### config.mk
export PLATFORM = sky130hd
export DESIGN_NAME = utf8_stream_validate_decode_core
export DESIGN_NICKNAME = d
export VERILOG_FILES = /design/src/hw/rtl/u8svd_pkg.sv /design/src/hw/rtl/utf8_stream_validate_decode_core.sv
export SDC_FILE = /design/constraint.sdc
export NUM_CORES = 1
export LEC_CHECK = 0
export ABC_AREA = 1
export BUFFER_PORTS_ARGS = -buffer_cell sky130_fd_sc_hd__buf_2
export CORE_MARGIN = 2
export CORE_UTILIZATION = 45
export CTS_BUF_LIST = sky130_fd_sc_hd__clkbuf_2
export DETAILED_ROUTE_END_ITERATION = 10
export MAX_ROUTING_LAYER = met4
export PLACE_DENSITY = 0.7
export SLEW_MARGIN = 20
export SYNTH_ARGS = -nofsm -noshare
export SYNTH_HDL_FRONTEND = slang
export SYNTH_SLANG_ARGS = --single-unit
### constraint.sdc
create_clock -name clk -period 4.6 [get_ports clk]
set_input_delay 0.92 -clock clk [delete_from_list [all_inputs] [get_ports clk]]
set_output_delay 0.92 -clock clk [all_outputs]
set_load 0.02 [all_outputs]
### src/hw/rtl/u8svd_pkg.sv
`default_nettype none

package u8svd_pkg;

    // Count ceiling: the lesser of this and 65535.
    localparam logic [31:0] MAX_STRING_BYTES = 32'd65535;
    localparam logic [15:0] COUNT_CAP =
        (MAX_STRING_BYTES < 32'd65535) ? 16'(MAX_STRING_BYTES) : 16'hFFFF;

    localparam logic [20:0] MIN_CP_2 = 21'h00080;
    localparam logic [20:0] MIN_CP_3 = 21'h00800;
    localparam logic [20:0] MIN_CP_4 = 21'h10000;
    localparam logic [20:0] SURR_LO  = 21'h0D800;
    localparam logic [20:0] SURR_HI  = 21'h0DFFF;
    localparam logic [20:0] MAX_CP   = 21'h10FFFF;

    typedef enum logic [1:0] {
        ST_UNIT      = 2'd0,
        ST_NUL       = 2'd1,
        ST_INVALID   = 2'd2,
        ST_EXHAUSTED = 2'd3
    } status_t;

    typedef struct packed {
        logic [15:0] unit_count;
        logic [15:0] byte_count;
        status_t     status;
        logic [2:0]  unit_bytes;
        logic [20:0] code_point;
    } result_t;

endpackage

`default_nettype wire

### src/hw/rtl/utf8_stream_validate_decode_core.sv
`default_nettype none

// UTF-8 validator and decoder, one byte per transaction on the s_ side. A
// byte with s_tuser set starts a new string (clears counts and the stop flag);
// s_tlast marks the final byte of the buffer. Each completed code unit yields
// one result on the m_ side with the code point, unit length, status and
// saturating running byte and unit counts; m_tlast is set when the string
// ends (NUL, invalid/truncated unit, or buffer exhausted). Lead bytes of a
// multi-byte unit, unless it is the final byte of the buffer, and bytes after
// a stop give no result. Throughput is one byte per clock: decode is a single
// combinational step on the running state, and the result sits in a one-deep
// output register, so s_tready drops only while that register is full and
// m_tready is low; a result is shown in the cycle after its byte is accepted.
module utf8_stream_validate_decode_core
    import u8svd_pkg::*;
(
    input  wire logic        clk,
    input  wire logic        rst_n,
    input  wire logic        s_tvalid,
    output logic             s_tready,
    input  wire logic [7:0]  s_tdata,   // [7:0] data_byte
    input  wire logic        s_tuser,   // [0] string_start
    input  wire logic        s_tlast,   // end of buffer
    output logic             m_tvalid,
    input  wire logic        m_tready,
    output logic [63:0]      m_tdata,   // [20:0] code_point, [23:21] unit_bytes,
                                        // [25:24] status, [41:26] byte_count,
                                        // [57:42] unit_count, [63:58] zero
    output logic             m_tlast    // last
);

    logic [1:0]  tails_reg, tails_next;
    logic [20:0] accum_reg, accum_next;
    logic [2:0]  ulen_reg, ulen_next;
    logic [15:0] vbytes_reg, vbytes_next;
    logic [15:0] vunits_reg, vunits_next;
    logic        stopped_reg, stopped_next;
    logic        out_valid_reg, out_valid_next;
    result_t     out_reg, out_next;

    logic        accept;
    logic        emit;
    logic [1:0]  cur_tails;
    logic [15:0] cur_vbytes;
    logic [15:0] cur_vunits;
    logic        cur_stopped;
    logic [20:0] cont_accum;
    logic [2:0]  done_len;
    logic [20:0] done_cp;
    logic        bad_value;
    logic [16:0] bytes_sum;
    logic [16:0] units_sum;
    logic [15:0] bytes_sat;
    logic [15:0] units_sat;

    assign s_tready = !out_valid_reg || m_tready;
    assign accept   = s_tvalid && s_tready;

    // A new string clears the running state before its first byte is handled.
    assign cur_tails   = s_tuser ? 2'd0  : tails_reg;
    assign cur_vbytes  = s_tuser ? 16'd0 : vbytes_reg;
    assign cur_vunits  = s_tuser ? 16'd0 : vunits_reg;
    assign cur_stopped = s_tuser ? 1'b0  : stopped_reg;

    assign cont_accum = {accum_reg[14:0], s_tdata[5:0]};

    // Completed unit: ASCII byte when no tails pending, else the accumulated value.
    assign done_len = (cur_tails == 2'd0) ? 3'd1 : ulen_reg;
    assign done_cp  = (cur_tails == 2'd0) ? {13'd0, s_tdata} : cont_accum;

    assign bad_value = (cont_accum < MIN_CP_2 && ulen_reg == 3'd2)
                    || (cont_accum < MIN_CP_3 && ulen_reg == 3'd3)
                    || (cont_accum < MIN_CP_4 && ulen_reg == 3'd4)
                    || (cont_accum >= SURR_LO && cont_accum <= SURR_HI)
                    || (cont_accum > MAX_CP);

    assign bytes_sum = {1'b0, cur_vbytes} + 17'(done_len);
    assign units_sum = {1'b0, cur_vunits} + 17'd1;
    assign bytes_sat = (bytes_sum > {1'b0, COUNT_CAP}) ? COUNT_CAP : bytes_sum[15:0];
    assign units_sat = (units_sum > {1'b0, COUNT_CAP}) ? COUNT_CAP : units_sum[15:0];

    always_comb
    begin
        tails_next   = cur_tails;
        accum_next   = accum_reg;
        ulen_next    = ulen_reg;
        vbytes_next  = cur_vbytes;
        vunits_next  = cur_vunits;
        stopped_next = cur_stopped;
        emit         = 1'b0;
        out_next     = out_reg;

        if (!cur_stopped) begin
            // error unless overwritten below
            out_next.code_point = '0;
            out_next.unit_bytes = '0;
            out_next.status     = ST_INVALID;
            out_next.byte_count = cur_vbytes;
            out_next.unit_count = cur_vunits;

            if (cur_tails == 2'd0) begin
                if (!s_tdata[7]) begin
                    emit = 1'b1;
                end else if (s_tdata[7:5] == 3'b110) begin
                    accum_next = {16'd0, s_tdata[4:0]};
                    ulen_next  = 3'd2;
                    tails_next = 2'd1;
                end else if (s_tdata[7:4] == 4'b1110) begin
                    accum_next = {17'd0, s_tdata[3:0]};
                    ulen_next  = 3'd3;
                    tails_next = 2'd2;
                end else if (s_tdata[7:3] == 5'b11110) begin
                    accum_next = {18'd0, s_tdata[2:0]};
                    ulen_next  = 3'd4;
                    tails_next = 2'd3;
                end else begin
                    emit = 1'b1;
                end
                // lead byte on the final byte of the buffer: truncated
                if (s_tdata[7] && s_tlast)
                    emit = 1'b1;
            end else begin
                accum_next = cont_accum;
                tails_next = cur_tails - 2'd1;
                if (s_tdata[7:6] != 2'b10 || cur_tails != 2'd1 && s_tlast
                    || cur_tails == 2'd1 && bad_value)
                    emit = 1'b1;
                else if (cur_tails == 2'd1)
                    emit = 1'b1;
            end

            // good completion: ASCII byte, or last tail that passes all checks
            if ((cur_tails == 2'd0 && !s_tdata[7])
                || (cur_tails == 2'd1 && s_tdata[7:6] == 2'b10 && !bad_value)) begin
                vbytes_next         = bytes_sat;
                vunits_next         = units_sat;
                out_next.code_point = done_cp;
                out_next.unit_bytes = done_len;
                out_next.byte_count = bytes_sat;
                out_next.unit_count = units_sat;
                if (done_len == 3'd1 && done_cp == 21'd0)
                    out_next.status = ST_NUL;
                else if (s_tlast)
                    out_next.status = ST_EXHAUSTED;
                else
                    out_next.status = ST_UNIT;
            end

            if (emit && out_next.status != ST_UNIT) begin
                stopped_next = 1'b1;
                tails_next   = 2'd0;
            end
        end
    end

    always_comb
    begin
        out_valid_next = out_valid_reg;
        if (m_tready)
            out_valid_next = 1'b0;
        if (accept && emit)
            out_valid_next = 1'b1;
    end

    always_ff @(posedge clk or negedge rst_n)
    begin
        if (!rst_n) begin
            tails_reg     <= '0;
            accum_reg     <= '0;
            ulen_reg      <= '0;
            vbytes_reg    <= '0;
            vunits_reg    <= '0;
            stopped_reg   <= 1'b0;
            out_valid_reg <= 1'b0;
        end else begin
            out_valid_reg <= out_valid_next;
            if (accept) begin
                tails_reg   <= tails_next;
                accum_reg   <= accum_next;
                ulen_reg    <= ulen_next;
                vbytes_reg  <= vbytes_next;
                vunits_reg  <= vunits_next;
                stopped_reg <= stopped_next;
            end
        end
    end

    always_ff @(posedge clk)
    begin
        if (accept && emit)
            out_reg <= out_next;
    end

    assign m_tvalid = out_valid_reg;
    assign m_tdata  = {6'd0, out_reg};
    assign m_tlast  = (out_reg.status != ST_UNIT);

    // No continuation bytes can be pending once the string has stopped.
    assert property (@(posedge clk) disable iff (!rst_n)
        stopped_reg |-> tails_reg == 2'd0)
        else $error("tails pending after stop");

    // Invalid-unit results carry no code point and no length.
    assert property (@(posedge clk) disable iff (!rst_n)
        m_tvalid && out_reg.status == ST_INVALID
            |-> out_reg.code_point == 21'd0 && out_reg.unit_bytes == 3'd0)
        else $error("invalid result with payload");

    // Every unit has at least one byte, so the byte count never trails the unit count.
    assert property (@(posedge clk) disable iff (!rst_n)
        m_tvalid |-> out_reg.byte_count >= out_reg.unit_count)
        else $error("byte count below unit count");

    // An ending result always stops the string.
    assert property (@(posedge clk) disable iff (!rst_n)
        accept && emit && out_next.status != ST_UNIT |=> stopped_reg)
        else $error("string not stopped after final result");

endmodule

`default_nettype wire

==> results.tsv, run 1 <==
stage	metric	value	unit
synth	sequential fraction of the synthesis area	48.4	%
cts	Max Root-Sink Buffers	2	
critical_path	Worst Path Max Fanout	17	
sta	RSZ-0062 raised after global routing	no	
final_layout	fin util	50.4	%
cts	quantity of hold-fixing buffers added after cts	0	
placed_design	Placed Area	6880	µm²
critical_path	Worst Setup Start Kind	primary input	
cts	CTS-repair resized insts	0	
global_route	global-route wire length before repair	25400	µm
floorplan	Starting Density	46.0	%
critical_path	CP Buf/Inv Count	5	
sta	Fin. Hold Viols	0	
synth	asr flop ratio synth	48.2	%
synth	flops & latches, synth	112	
critical_path	WP depth	15	
sta	Final Hold Slack	320	ps
detailed_routing	drt drc	0	
synth	Ys Warns	0	
detailed_routing	initial DRC count	439	
job	maxcap violations	0	
power_and_ir_drop	Pleak	0.00337	µW
critical_path	Critical Path RT	5210	ps
critical_path	Worst Path Class, Setup	primary input to flop	
critical_path	WP data arrival	4070	ps
critical_path	worst r2r path cells	13	
sta	Slew Viols, Final	0	
final_layout	Post-Layout Cell Count	1060	
final_layout	Filler Cells Inserted	1389	
synth	Synth Area per Inst	7.90	µm²
min_path	worst hold path class	primary input to asynchronous set/reset pin	
detailed_routing	WL per Instance	14.2	µm
sta	Setup TNS	0	ps
floorplan	Die X	123	µm
outcome	status	finished, final reports clean	
cts	worst skew pair latency	670	ps
power_and_ir_drop	maximum VDD drop	213	µV
sta	skew final	36.1	ps
placed_design	Final Wtd Congestion	0.955	
sta	Final period util	75.2	%
cts	TritonCTS Buffers	9	
floorplan	core area	13900	µm²
synth	post-synthesis cell count	809	
floorplan	Ports	81	
placed_design	placed insts	1043	
global_route	antenna violations before repair	1	
cts	CTS tree	built	
sta	Worst-Margin Slew	920	ps
cts	CTS H-tree lvls	3	
detailed_routing	Post-DRT Antenna Nets	0	
global_route	Total Routing Usage GR	22.3	%
sta	Slew HR	38.7	%
critical_path	most frequent CP cell	inv_1	
sta	achievable frequency	289	MHz
floorplan	Die ar.	15200	µm²
placed_design	DPL Wire Length	10800	µm
global_route	largest net degree at the start of global routing	46	
final_layout	NumNets Final	894	
power_and_ir_drop	P per Cell Area	339	nW/µm²
cts	Root Buffer	clkbuf_2	
critical_path	slowest CP cell	nand4_2	
cts	setup bufs post-CTS	0	
critical_path	cell breakdown of the critical path	buf_2 -> inv_2 -> nand2_1 -> nand2_2 -> inv_1 -> nor2_1 -> inv_1 -> fa_1 -> inv_1 -> nand4_1 -> nand2_2 -> nand4_2 -> a31oi_1 -> nand2_1 -> o21ai_0	
floorplan	FP Rows	43	
critical_path	CP delay by family, top	simple AND/OR/NAND/NOR gates	
final_layout	max reg flops	58	
sta	Final Setup Violations	0	
sta	final worst path period need	3460	ps
critical_path	CP Capture Type	flop	
cts	CTS sink cnt	112	
detailed_routing	Vias/cell	5.15	
cts	clk slew on worst S/H paths	320	ps
synth	Post-synth EDFFs	58	
final_layout	Synth-to-Final Area Change	9.48	%
final_layout	layout cells sized above 1	15.5	%
final_layout	post-route cell area	6990	µm²
global_route	vias in the first global route	5202	
critical_path	crit-path max cell delay	470	ps
synth	unique cell type count in the Yosys netlist	43	
global_route	GRT Residual Overflow	0	
placed_design	Buffers on Ports	74	
detailed_routing	final WL	15100	µm
floorplan	Die Span Y	123	µm
detailed_routing	vias	5458	
synth	Synth Cell Area	6390	µm²
synth	Primary FF master, synth	edfxtp_1	
detailed_routing	drt pass-1 iters	5	
area by class of cell:
class | instances | area, µm² | share of cell area (%)
inverters | 118 | 443 | 6.33
diodes | 1 | 2.50 | 0.0358
clock buffers | 9 | 45.0 | 0.644
multi-input cells | 550 | 2670 | 38.2
repair buffers | 83 | 450 | 6.44
flip-flops and latches | 112 | 3090 | 44.2
well taps | 180 | 225 | 3.22
clock inverters | 7 | 62.6 | 0.895
worst paths after layout:
path	start	end	slack (ps)
min reg2reg	vunits_reg[13]$_DFFE_PN0P_	vunits_reg[13]$_DFFE_PN0P_	520
max	s_tuser	vbytes_reg[4]$_DFFE_PN0P_	1140
min	rst_n	vunits_reg[15]$_DFFE_PN0P_	320
max in group asynchronous	rst_n	accum_reg[0]$_DFFE_PN0P_	3430
min in group clk	s_tdata[1]	accum_reg[1]$_DFFE_PN0P_	480
max reg2reg	tails_reg[1]$_DFFE_PN0P_	vbytes_reg[4]$_DFFE_PN0P_	1580
synthesized netlist by cell type (2+ instances only):
cell type / instances / area share [%]
and2_1: 7 / 0.69
buf_2: 9 / 0.71
buf_6: 4 / 0.71
a31oi_1: 5 / 0.49
nand4_1: 21 / 2.1
inv_1: 115 / 6.8
a22oi_1: 2 / 0.23
o21ai_1: 5 / 0.39
nand3_2: 12 / 1.9
nand3_1: 71 / 5.6
o21a_1: 2 / 0.23
buf_1: 2 / 0.12
edfxtp_1: 58 / 27
nor3b_1: 2 / 0.23
buf_4: 7 / 0.82
nor3_1: 20 / 1.6
dfrtp_1: 54 / 21
inv_2: 3 / 0.18
xnor2_1: 5 / 0.69
ha_1: 5 / 0.98
xor2_1: 4 / 0.55
nor2_1: 91 / 5.3
a21oi_1: 22 / 1.7
nand2_1: 200 / 12
clkbuf_1: 11 / 0.65
nor2_2: 6 / 0.59
nand3b_1: 3 / 0.35
o21ai_0: 39 / 3.1
nor4_1: 2 / 0.20
nand2_2: 9 / 0.88
cells in the final DEF (no fill, tap or decap), types with 3 or more instances in the layout:
cell / n
a21oi_1: 22
a31oi_1: 5
and2_1: 7
buf_2: 74
buf_4: 8
clkbuf_2: 9
clkinv_4: 3
conb_1: 6
dfrtp_1: 54
edfxtp_1: 58
ha_1: 5
inv_1: 115
inv_2: 3
nand2_1: 200
nand2_2: 9
nand3_1: 71
nand3_2: 12
nand3b_1: 3
nand4_1: 21
nor2_1: 90
nor2_2: 6
nor3_1: 20
o21ai_0: 39
o21ai_1: 5
xnor2_1: 5
xor2_1: 4
cells by family (layout without fill, tap and decap cells):
kind of cell | count (synthesis) | count (layout) | share of synthesized area, %
compound gates | 80 | 80 | 6.88
xor+xnor | 9 | 9 | 1.23
fa+ha+maj | 6 | 6 | 1.29
buf+inv | 152 | 217 | 10.2
flops | 112 | 112 | 48.4
other cells | 1 | 7 | 0.0587
simple gates | 449 | 449 | 31.9
where the power goes:
| group | internal, µW | switching, µW |
|---|---|---|
| registers | 1210 | 101 |
| logic | 196 | 418 |
| clock network | 85.1 | 354 |
per-stage QoR:
stage	total power, µW	worst slack [ps]
6_report	2370	1140
4_1_cts	2390	1250
2_1_floorplan	1770	767
3_5_place_dp	1950	494
5_1_grt	2540	959
3_3_place_gp	1940	606
metal layers:
layer  global-route usage, %  vias to the layer above  share of wire [%]  routed length (µm)
met1                    28.5                     2574                 46                6900
met5                       -                        -                  0                   0
met2                    36.5                      121                 49                7380
met4                    5.47                        0                1.0                 154
li1                        -                     2749                  -                   -
met3                    4.43                       14                4.3                 652
Note: power is estimated with default switching activity, not from simulation.
==> run 2, diff against run 1 <==
Clock period 4.6 ns to 3.2 ns, I/O delays scaled along.
==> results.tsv, run 2 (synthesis results as in run 1) <==
stage	metric	value	unit	change
placed_design	Placed Area	7000	µm²	+1.7%
detailed_routing	Post-DRT Antenna Nets	0		unchanged
detailed_routing	WL per Instance	14.1	µm	-0.56%
cts	worst skew pair latency	660	ps	about the same
min_path	worst hold path class	primary input to asynchronous set/reset pin		
critical_path	most frequent CP cell	nand2_2		
critical_path	CP Capture Type	flop		
final_layout	Reg area	3090	µm²	unchanged
sta	Worst-Margin Slew	763	ps	-157 ps
critical_path	worst r2r path cells	14		+1
placed_design	Final Wtd Congestion	0.960		+0.57%
critical_path	CP delay by family, top	simple AND/OR/NAND/NOR gates		
floorplan	Starting Density	46.0	%	unchanged
cts	CTS-repair resized insts	0		unchanged
power_and_ir_drop	maximum VDD drop	206	µV	-3.4%
floorplan	Die X	123	µm	unchanged
critical_path	Worst Path Class, Setup	flop to flop		
final_layout	area occupied by multi-input gates	2670	µm²	unchanged
final_layout	Post-Layout Cell Count	1075		+1.4%
sta	final worst path period need	2470	ps	
sta	RSZ-0062 raised after global routing	no		
sta	Final Setup Violations	0		unchanged
final_layout	commonest cells after routing, fill and taps aside	200 x nand2_1, 115 x inv_1, 90 x nor2_1		
detailed_routing	initial DRC count	487		+11%
sta	Fin. Hold Viols	0		unchanged
final_layout	max reg flops	58		unchanged
placed_design	Buffers on Ports	74		unchanged
floorplan	Ports	81		unchanged
detailed_routing	drt pass-1 iters	5		unchanged
cts	CTS tree	built		
outcome	status	finished, final reports clean		
final_layout	commonest non-fill, non-tap cell in the layout	nand2_1		
detailed_routing	Vias/cell	5.11		-0.73%
cts	quantity of hold-fixing buffers added after cts	0		unchanged
power_and_ir_drop	P per Cell Area	481	nW/µm²	+42%
placed_design	placed insts	1059		+1.5%
sta	Setup TNS	0	ps	unchanged
floorplan	FP Rows	43		unchanged
sta	skew final	33.5	ps	-2.63 ps
critical_path	worst reg-to-reg setup slack	730	ps	-850 ps
floorplan	Die ar.	15200	µm²	unchanged
global_route	vias in the first global route	5059		-2.7%
floorplan	Die Span Y	123	µm	unchanged
floorplan	core area	13900	µm²	unchanged
cts	CTS sink cnt	112		unchanged
placed_design	DPL Wire Length	10900	µm	+0.62%
cts	Root Buffer	clkbuf_2		
critical_path	crit-path max cell delay	460	ps	about the same
critical_path	Worst Path Max Fanout	11		-6
final_layout	post-route cell area	7110	µm²	+1.6%
cts	setup bufs post-CTS	0		unchanged
cts	clk slew on worst S/H paths	320	ps	about the same
final_layout	Synth-to-Final Area Change	11.2	%	
global_route	global-route wire length before repair	24800	µm	-2.5%
critical_path	Critical Path RT	3820	ps	-1390 ps
critical_path	terminus of the critical flop-to-flop path	vbytes_reg[4]$_DFFE_PN0P_		
final_layout	layout cells sized above 1	17.0	%	+1.5 points
cts	CTS H-tree lvls	3		unchanged
critical_path	r2r startpoint	tails_reg[0]$_DFFE_PN0P_		
detailed_routing	vias	5495		+0.68%
sta	Slew Viols, Final	0		unchanged
final_layout	NumNets Final	910		+1.8%
critical_path	slowest CP cell	dfrtp_1		
detailed_routing	drt drc	0		unchanged
sta	Final period util	77.2	%	
final_layout	Filler Cells Inserted	1362		-1.9%
critical_path	CP Buf/Inv Count	3		-2
critical_path	cell breakdown of the critical path	nand2_2 -> nand2_2 -> nand2_1 -> ha_1 -> inv_1 -> fa_1 -> inv_1 -> nand4_1 -> nand2_2 -> nand4_2 -> buf_4 -> a31oi_1 -> nand2_1 -> o21ai_0		
power_and_ir_drop	Pleak	0.00343	µW	+1.9%
cts	TritonCTS Buffers	9		unchanged
global_route	antenna violations before repair	0		-1
final_layout	fin util	51.2	%	+0.81 points
sta	achievable frequency	405	MHz	
job	maxcap violations	0		unchanged
cts	Max Root-Sink Buffers	2		unchanged
critical_path	WP data arrival	3080	ps	-990 ps
global_route	largest net degree at the start of global routing	55		+20%
global_route	GRT Residual Overflow	0		unchanged
detailed_routing	final WL	15200	µm	+0.85%
critical_path	Worst Setup Start Kind	flop		
global_route	Total Routing Usage GR	21.7	%	-0.55 points
final_layout	diode count	0		-1
sta	Slew HR	49.2	%	+10 points
[run 2: where the power goes]
group	internal (µW)	total [µW]	leakage, µW	switching [µW]
sequential	1750	1890	0.00124	142
combinational	294	905	0.00213	611
clock	119	622	0.0000611	503
total	2160	3420	0.00343	1260
[run 2: cell type report]
class / instances / share of cell area, %
Sequential cell: 112 / 43.5
Multi-Input combinational cell: 550 / 37.6
Timing Repair Buffer: 99 / 8.03
Inverter: 118 / 6.23
Tap cell: 180 / 3.17
Clock inverter: 6 / 0.740
Clock buffer: 10 / 0.704
[run 2: layer usage]
metal  wire (µm)  global-route usage [%]
met2        7270                    34.6
met3         801                    2.91
met1        6780                    28.1
met5           0                       -
met4         363                    8.66
[run 2: worst max-delay path by stage]
stage | start | depth (start not counted) | slack [ps] | to
2_1_floorplan | m_tready | 7 | 280 | m_tdata[0]$_SDFFCE_PP0P_
3_3_place_gp | s_tuser | 16 | 210 | vbytes_reg[4]$_DFFE_PN0P_
3_5_place_dp | s_tuser | 16 | 100 | vbytes_reg[3]$_DFFE_PN0P_
4_1_cts | tails_reg[0]$_DFFE_PN0P_ | 14 | 700 | vbytes_reg[3]$_DFFE_PN0P_
5_1_grt | tails_reg[1]$_DFFE_PN0P_ | 14 | 440 | vbytes_reg[8]$_DFFE_PN0P_
6_report | tails_reg[0]$_DFFE_PN0P_ | 14 | 730 | vbytes_reg[4]$_DFFE_PN0P_
[run 2: worst reg2reg max path: cells and delay by family, from the launching register on]
family | cells | cell delay (ps)
flip-flops | 1 | 460
AND/OR/NAND/NOR | 7 | 750
buffers and inverters | 3 | 360
adder cells (fa/ha/maj) | 2 | 570
AO/OA/AOI/OAI | 2 | 300
[run 2: stage by stage]
step                power, µW  worst slack [ps]  hold WS, ps
finish                   3420               731         77.4
global route             3640               441         99.3
CTS                      3440               701         61.2
detailed placement       2820               104          466
global placement         2800               208          462
floorplan                2550               277          344
==> run 3, diff against run 2 <==
Settings changed: ABC_AREA 1 to 0, PLACE_DENSITY 0.7 to 0.72.
Clock period 3.2 ns to 2.05 ns, I/O delays scaled along.
==> results.tsv, run 3 <==
stage	metric	value	unit	change
critical_path	CP Capture Type	flop		
critical_path	crit-path max cell delay	500	ps	+40 ps
synth	flops & latches, synth	112		unchanged
cts	clk slew on worst S/H paths	340	ps	+20 ps
sta	Final Hold Slack	37.0	ps	-40.4 ps
detailed_routing	final WL	19600	µm	+29%
detailed_routing	WL per Instance	18.8	µm	+33%
cts	CTS sink cnt	112		unchanged
power_and_ir_drop	Pleak	0.00396	µW	+15%
global_route	global-route wire length before repair	30400	µm	+23%
detailed_routing	vias	6023		+9.6%
cts	Root Buffer	clkbuf_2		
sta	Slew HR	56.9	%	+7.7 points
sta	final worst setup slack	-687	ps	-1420 ps
final_layout	Filler Cells Inserted	993		-27%
synth	Synth Cell Area	6260	µm²	-2.0%
cts	TritonCTS Buffers	9		unchanged
sta	Final Setup Violations	77		+77
synth	top-count cell post-synth	nand2_1		
final_layout	commonest cells after routing, fill and taps aside	132 x buf_4, 74 x buf_2, 58 x edfxtp_1		
synth	Synth area leader	edfxtp_1		
detailed_routing	Post-DRT Antenna Nets	0		unchanged
global_route	Total Routing Usage GR	27.3	%	+5.6 points
synth	Yosys top cell area share	27.8	%	+0.56 points
cts	worst skew pair latency	680	ps	+20 ps
critical_path	WP data arrival	3310	ps	+230 ps
sta	achievable frequency	365	MHz	-9.8%
critical_path	worst reg-to-reg setup slack	-690	ps	-1420 ps
final_layout	Synth-to-Final Area Change	49.4	%	
critical_path	r2r startpoint	vunits_reg[1]$_DFFE_PN0P_		
synth	unique cell type count in the Yosys netlist	87		+100%
min_path	worst hold path class	primary input to flop		
critical_path	Critical Path RT	2630	ps	-1190 ps
sta	skew final	55.1	ps	+21.6 ps
floorplan	core area	13700	µm²	-1.2%
floorplan	Starting Density	45.6	%	-0.39 points
synth	Post-synth EDFFs	58		unchanged
global_route	vias in the first global route	5935		+17%
floorplan	Die Span Y	122	µm	-0.97%
critical_path	cell breakdown of the critical path	nand2b_4 -> inv_4 -> ha_4 -> nor4b_2 -> or4b_4 -> a211oi_2 -> nand4_1 -> o41ai_4 -> buf_4 -> buf_4 -> o21ai_2 -> a21oi_1		
synth	Ys Warns	0		unchanged
final_layout	post-route cell area	9350	µm²	+32%
cts	Max Root-Sink Buffers	2		unchanged
critical_path	crit path from	vunits_reg[1]$_DFFE_PN0P_		
detailed_routing	Vias/cell	5.79		+13%
floorplan	Die X	122	µm	-0.97%
floorplan	Die ar.	14900	µm²	-1.9%
synth	asr flop ratio synth	48.2	%	unchanged
critical_path	terminus of the critical flop-to-flop path	m_tdata[44]$_DFFE_PP_		
power_and_ir_drop	P per Cell Area	690	nW/µm²	+44%
outcome	status	finished, violations left		
synth	top post-synthesis cells by count	61 x nand2_1, 58 x edfxtp_1, 54 x dfrtp_1		
final_layout	area occupied by multi-input gates	3770	µm²	+41%
critical_path	slowest CP cell	or4b_4		
critical_path	most frequent CP cell	buf_4		
critical_path	Worst Setup Start Kind	flop		
placed_design	DPL Wire Length	13400	µm	+23%
global_route	antenna violations before repair	1		+1
final_layout	commonest non-fill, non-tap cell in the layout	buf_4		
sta	RSZ-0062 raised after global routing	yes		
floorplan	FP Rows	43		unchanged
sta	Setup TNS	-33840	ps	-33840 ps
final_layout	NumNets Final	874		-4.0%
detailed_routing	drt drc	0		unchanged
sta	Final period util	133	%	+56 points
global_route	largest net degree at the start of global routing	33		-40%
job	maxcap violations	0		unchanged
critical_path	CP endpoint	m_tdata[44]$_DFFE_PP_		
synth	top cells by area, synth	edfxtp_1 28%, dfrtp_1 22%, nand2_1 3.7%, o21ai_0 3.4%, nor2_1 2.8%		
cts	CTS tree	built		
detailed_routing	drt pass-1 iters	5		unchanged
outcome	violated checks	negative setup slack		
placed_design	Placed Area	8230	µm²	+17%
final_layout	layout cells sized above 1	49.8	%	+33 points
power_and_ir_drop	maximum VDD drop	371	µV	+80%
critical_path	Worst Path Max Fanout	2		-9
critical_path	worst r2r path cells	12		-2
placed_design	Buffers on Ports	74		unchanged
sta	Slew Viols, Final	0		unchanged
final_layout	max reg flops	58		unchanged
power_and_ir_drop	Pwr Total	6450	µW	+89%
detailed_routing	initial DRC count	628		+29%
synth	Synth Area per Inst	10.0	µm²	+27%
critical_path	Worst Path Class, Setup	flop to flop		
global_route	GRT Residual Overflow	0		unchanged
synth	post-synthesis cell count	623		-23%
cts	CTS H-tree lvls	3		unchanged
synth	sequential fraction of the synthesis area	49.4	%	+0.99 points
synth	Primary FF master, synth	edfxtp_1		
sta	final worst path period need	2740	ps	+268 ps
final_layout	fin util	68.2	%	+17 points
sta	Fin. Hold Viols	0		unchanged
floorplan	Ports	81		unchanged
placed_design	Final Wtd Congestion	0.924		-3.8%
sta	Worst-Margin Slew	631	ps	-132 ps
final_layout	Reg area	3090	µm²	about the same
-- run 3: worst min path at each step --
stage | end | cells past startpoint | startpoint | slack [ps]
floorplan | accum_reg[0]$_DFFE_PN0P_ | 0 | rst_n | 110
global placement | vbytes_reg[8]$_DFFE_PN0P_ | 1 | rst_n | 440
detailed placement | vbytes_reg[8]$_DFFE_PN0P_ | 1 | rst_n | 440
CTS | accum_reg[1]$_DFFE_PN0P_ | 2 | s_tdata[1] | 9
global route | accum_reg[0]$_DFFE_PN0P_ | 2 | s_tdata[0] | 10
finish | accum_reg[0]$_DFFE_PN0P_ | 2 | s_tdata[0] | 40
-- run 3: final cells by class --
type	instances	area share [%]
tap	180	2.41
timing repair buffer	255	21.5
clock inverter	7	0.990
sequential	112	33.1
clock buffer	9	0.482
multi-input combinational	451	40.3
antenna	1	0.0268
inverter	25	1.19
-- run 3: what timing repair did --
action	4_1_cts	5_1_grt
hold endpoints to repair	21	1
cloned	2	0
resized for setup	107	61
hold buffers	2	1
setup buffers	21	15
endpoints found under the setup margin	85	93
pin swaps	54	32
-- run 3: metrics by stage --
| step | worst slack [ps] | std cells |
|---|---|---|
| global route | -794 | 1040 |
| global placement | -793 | 990 |
| finish | -687 | 1040 |
| CTS | -643 | 1030 |
| detailed placement | -866 | 990 |
| floorplan | -616 | 628 |
-- run 3: cells by family after synthesis --
| kind of cell | after synthesis | synth area share [%] |
|---|---|---|
| compound gates | 149 | 16.2 |
| xor+xnor | 21 | 2.94 |
| fa+ha+maj | 6 | 1.32 |
| buf+inv | 66 | 4.76 |
| flops | 112 | 49.4 |
| mux | 20 | 3.40 |
| other cells | 1 | 0.0599 |
| simple gates | 248 | 22.0 |
-- run 3: critical path, delay by kind of cell (launching register included) --
kind | cells | cell delay (ps)
AOI/OAI and AO/OA | 4 | 590
and+or+nand+nor | 4 | 1010
adders and majority gates | 1 | 210
buffers and inverters | 3 | 320
DFF | 1 | 490
-- run 3: routing by layer --
layer	wire length, µm	up-vias	global-route usage [%]
met5	0	-	-
met2	9750	260	45.1
li1	-	2749	-
met4	506	0	9.55
met3	1230	50	4.45
met1	8080	2964	34.3
-- run 3: power breakdown --
group | internal [µW] | total [µW] | leakage, µW | switching, µW
clock | 405 | 1200 | 0.0000780 | 797
combinational | 1150 | 2470 | 0.00260 | 1330
sequential | 2630 | 2780 | 0.00129 | 150
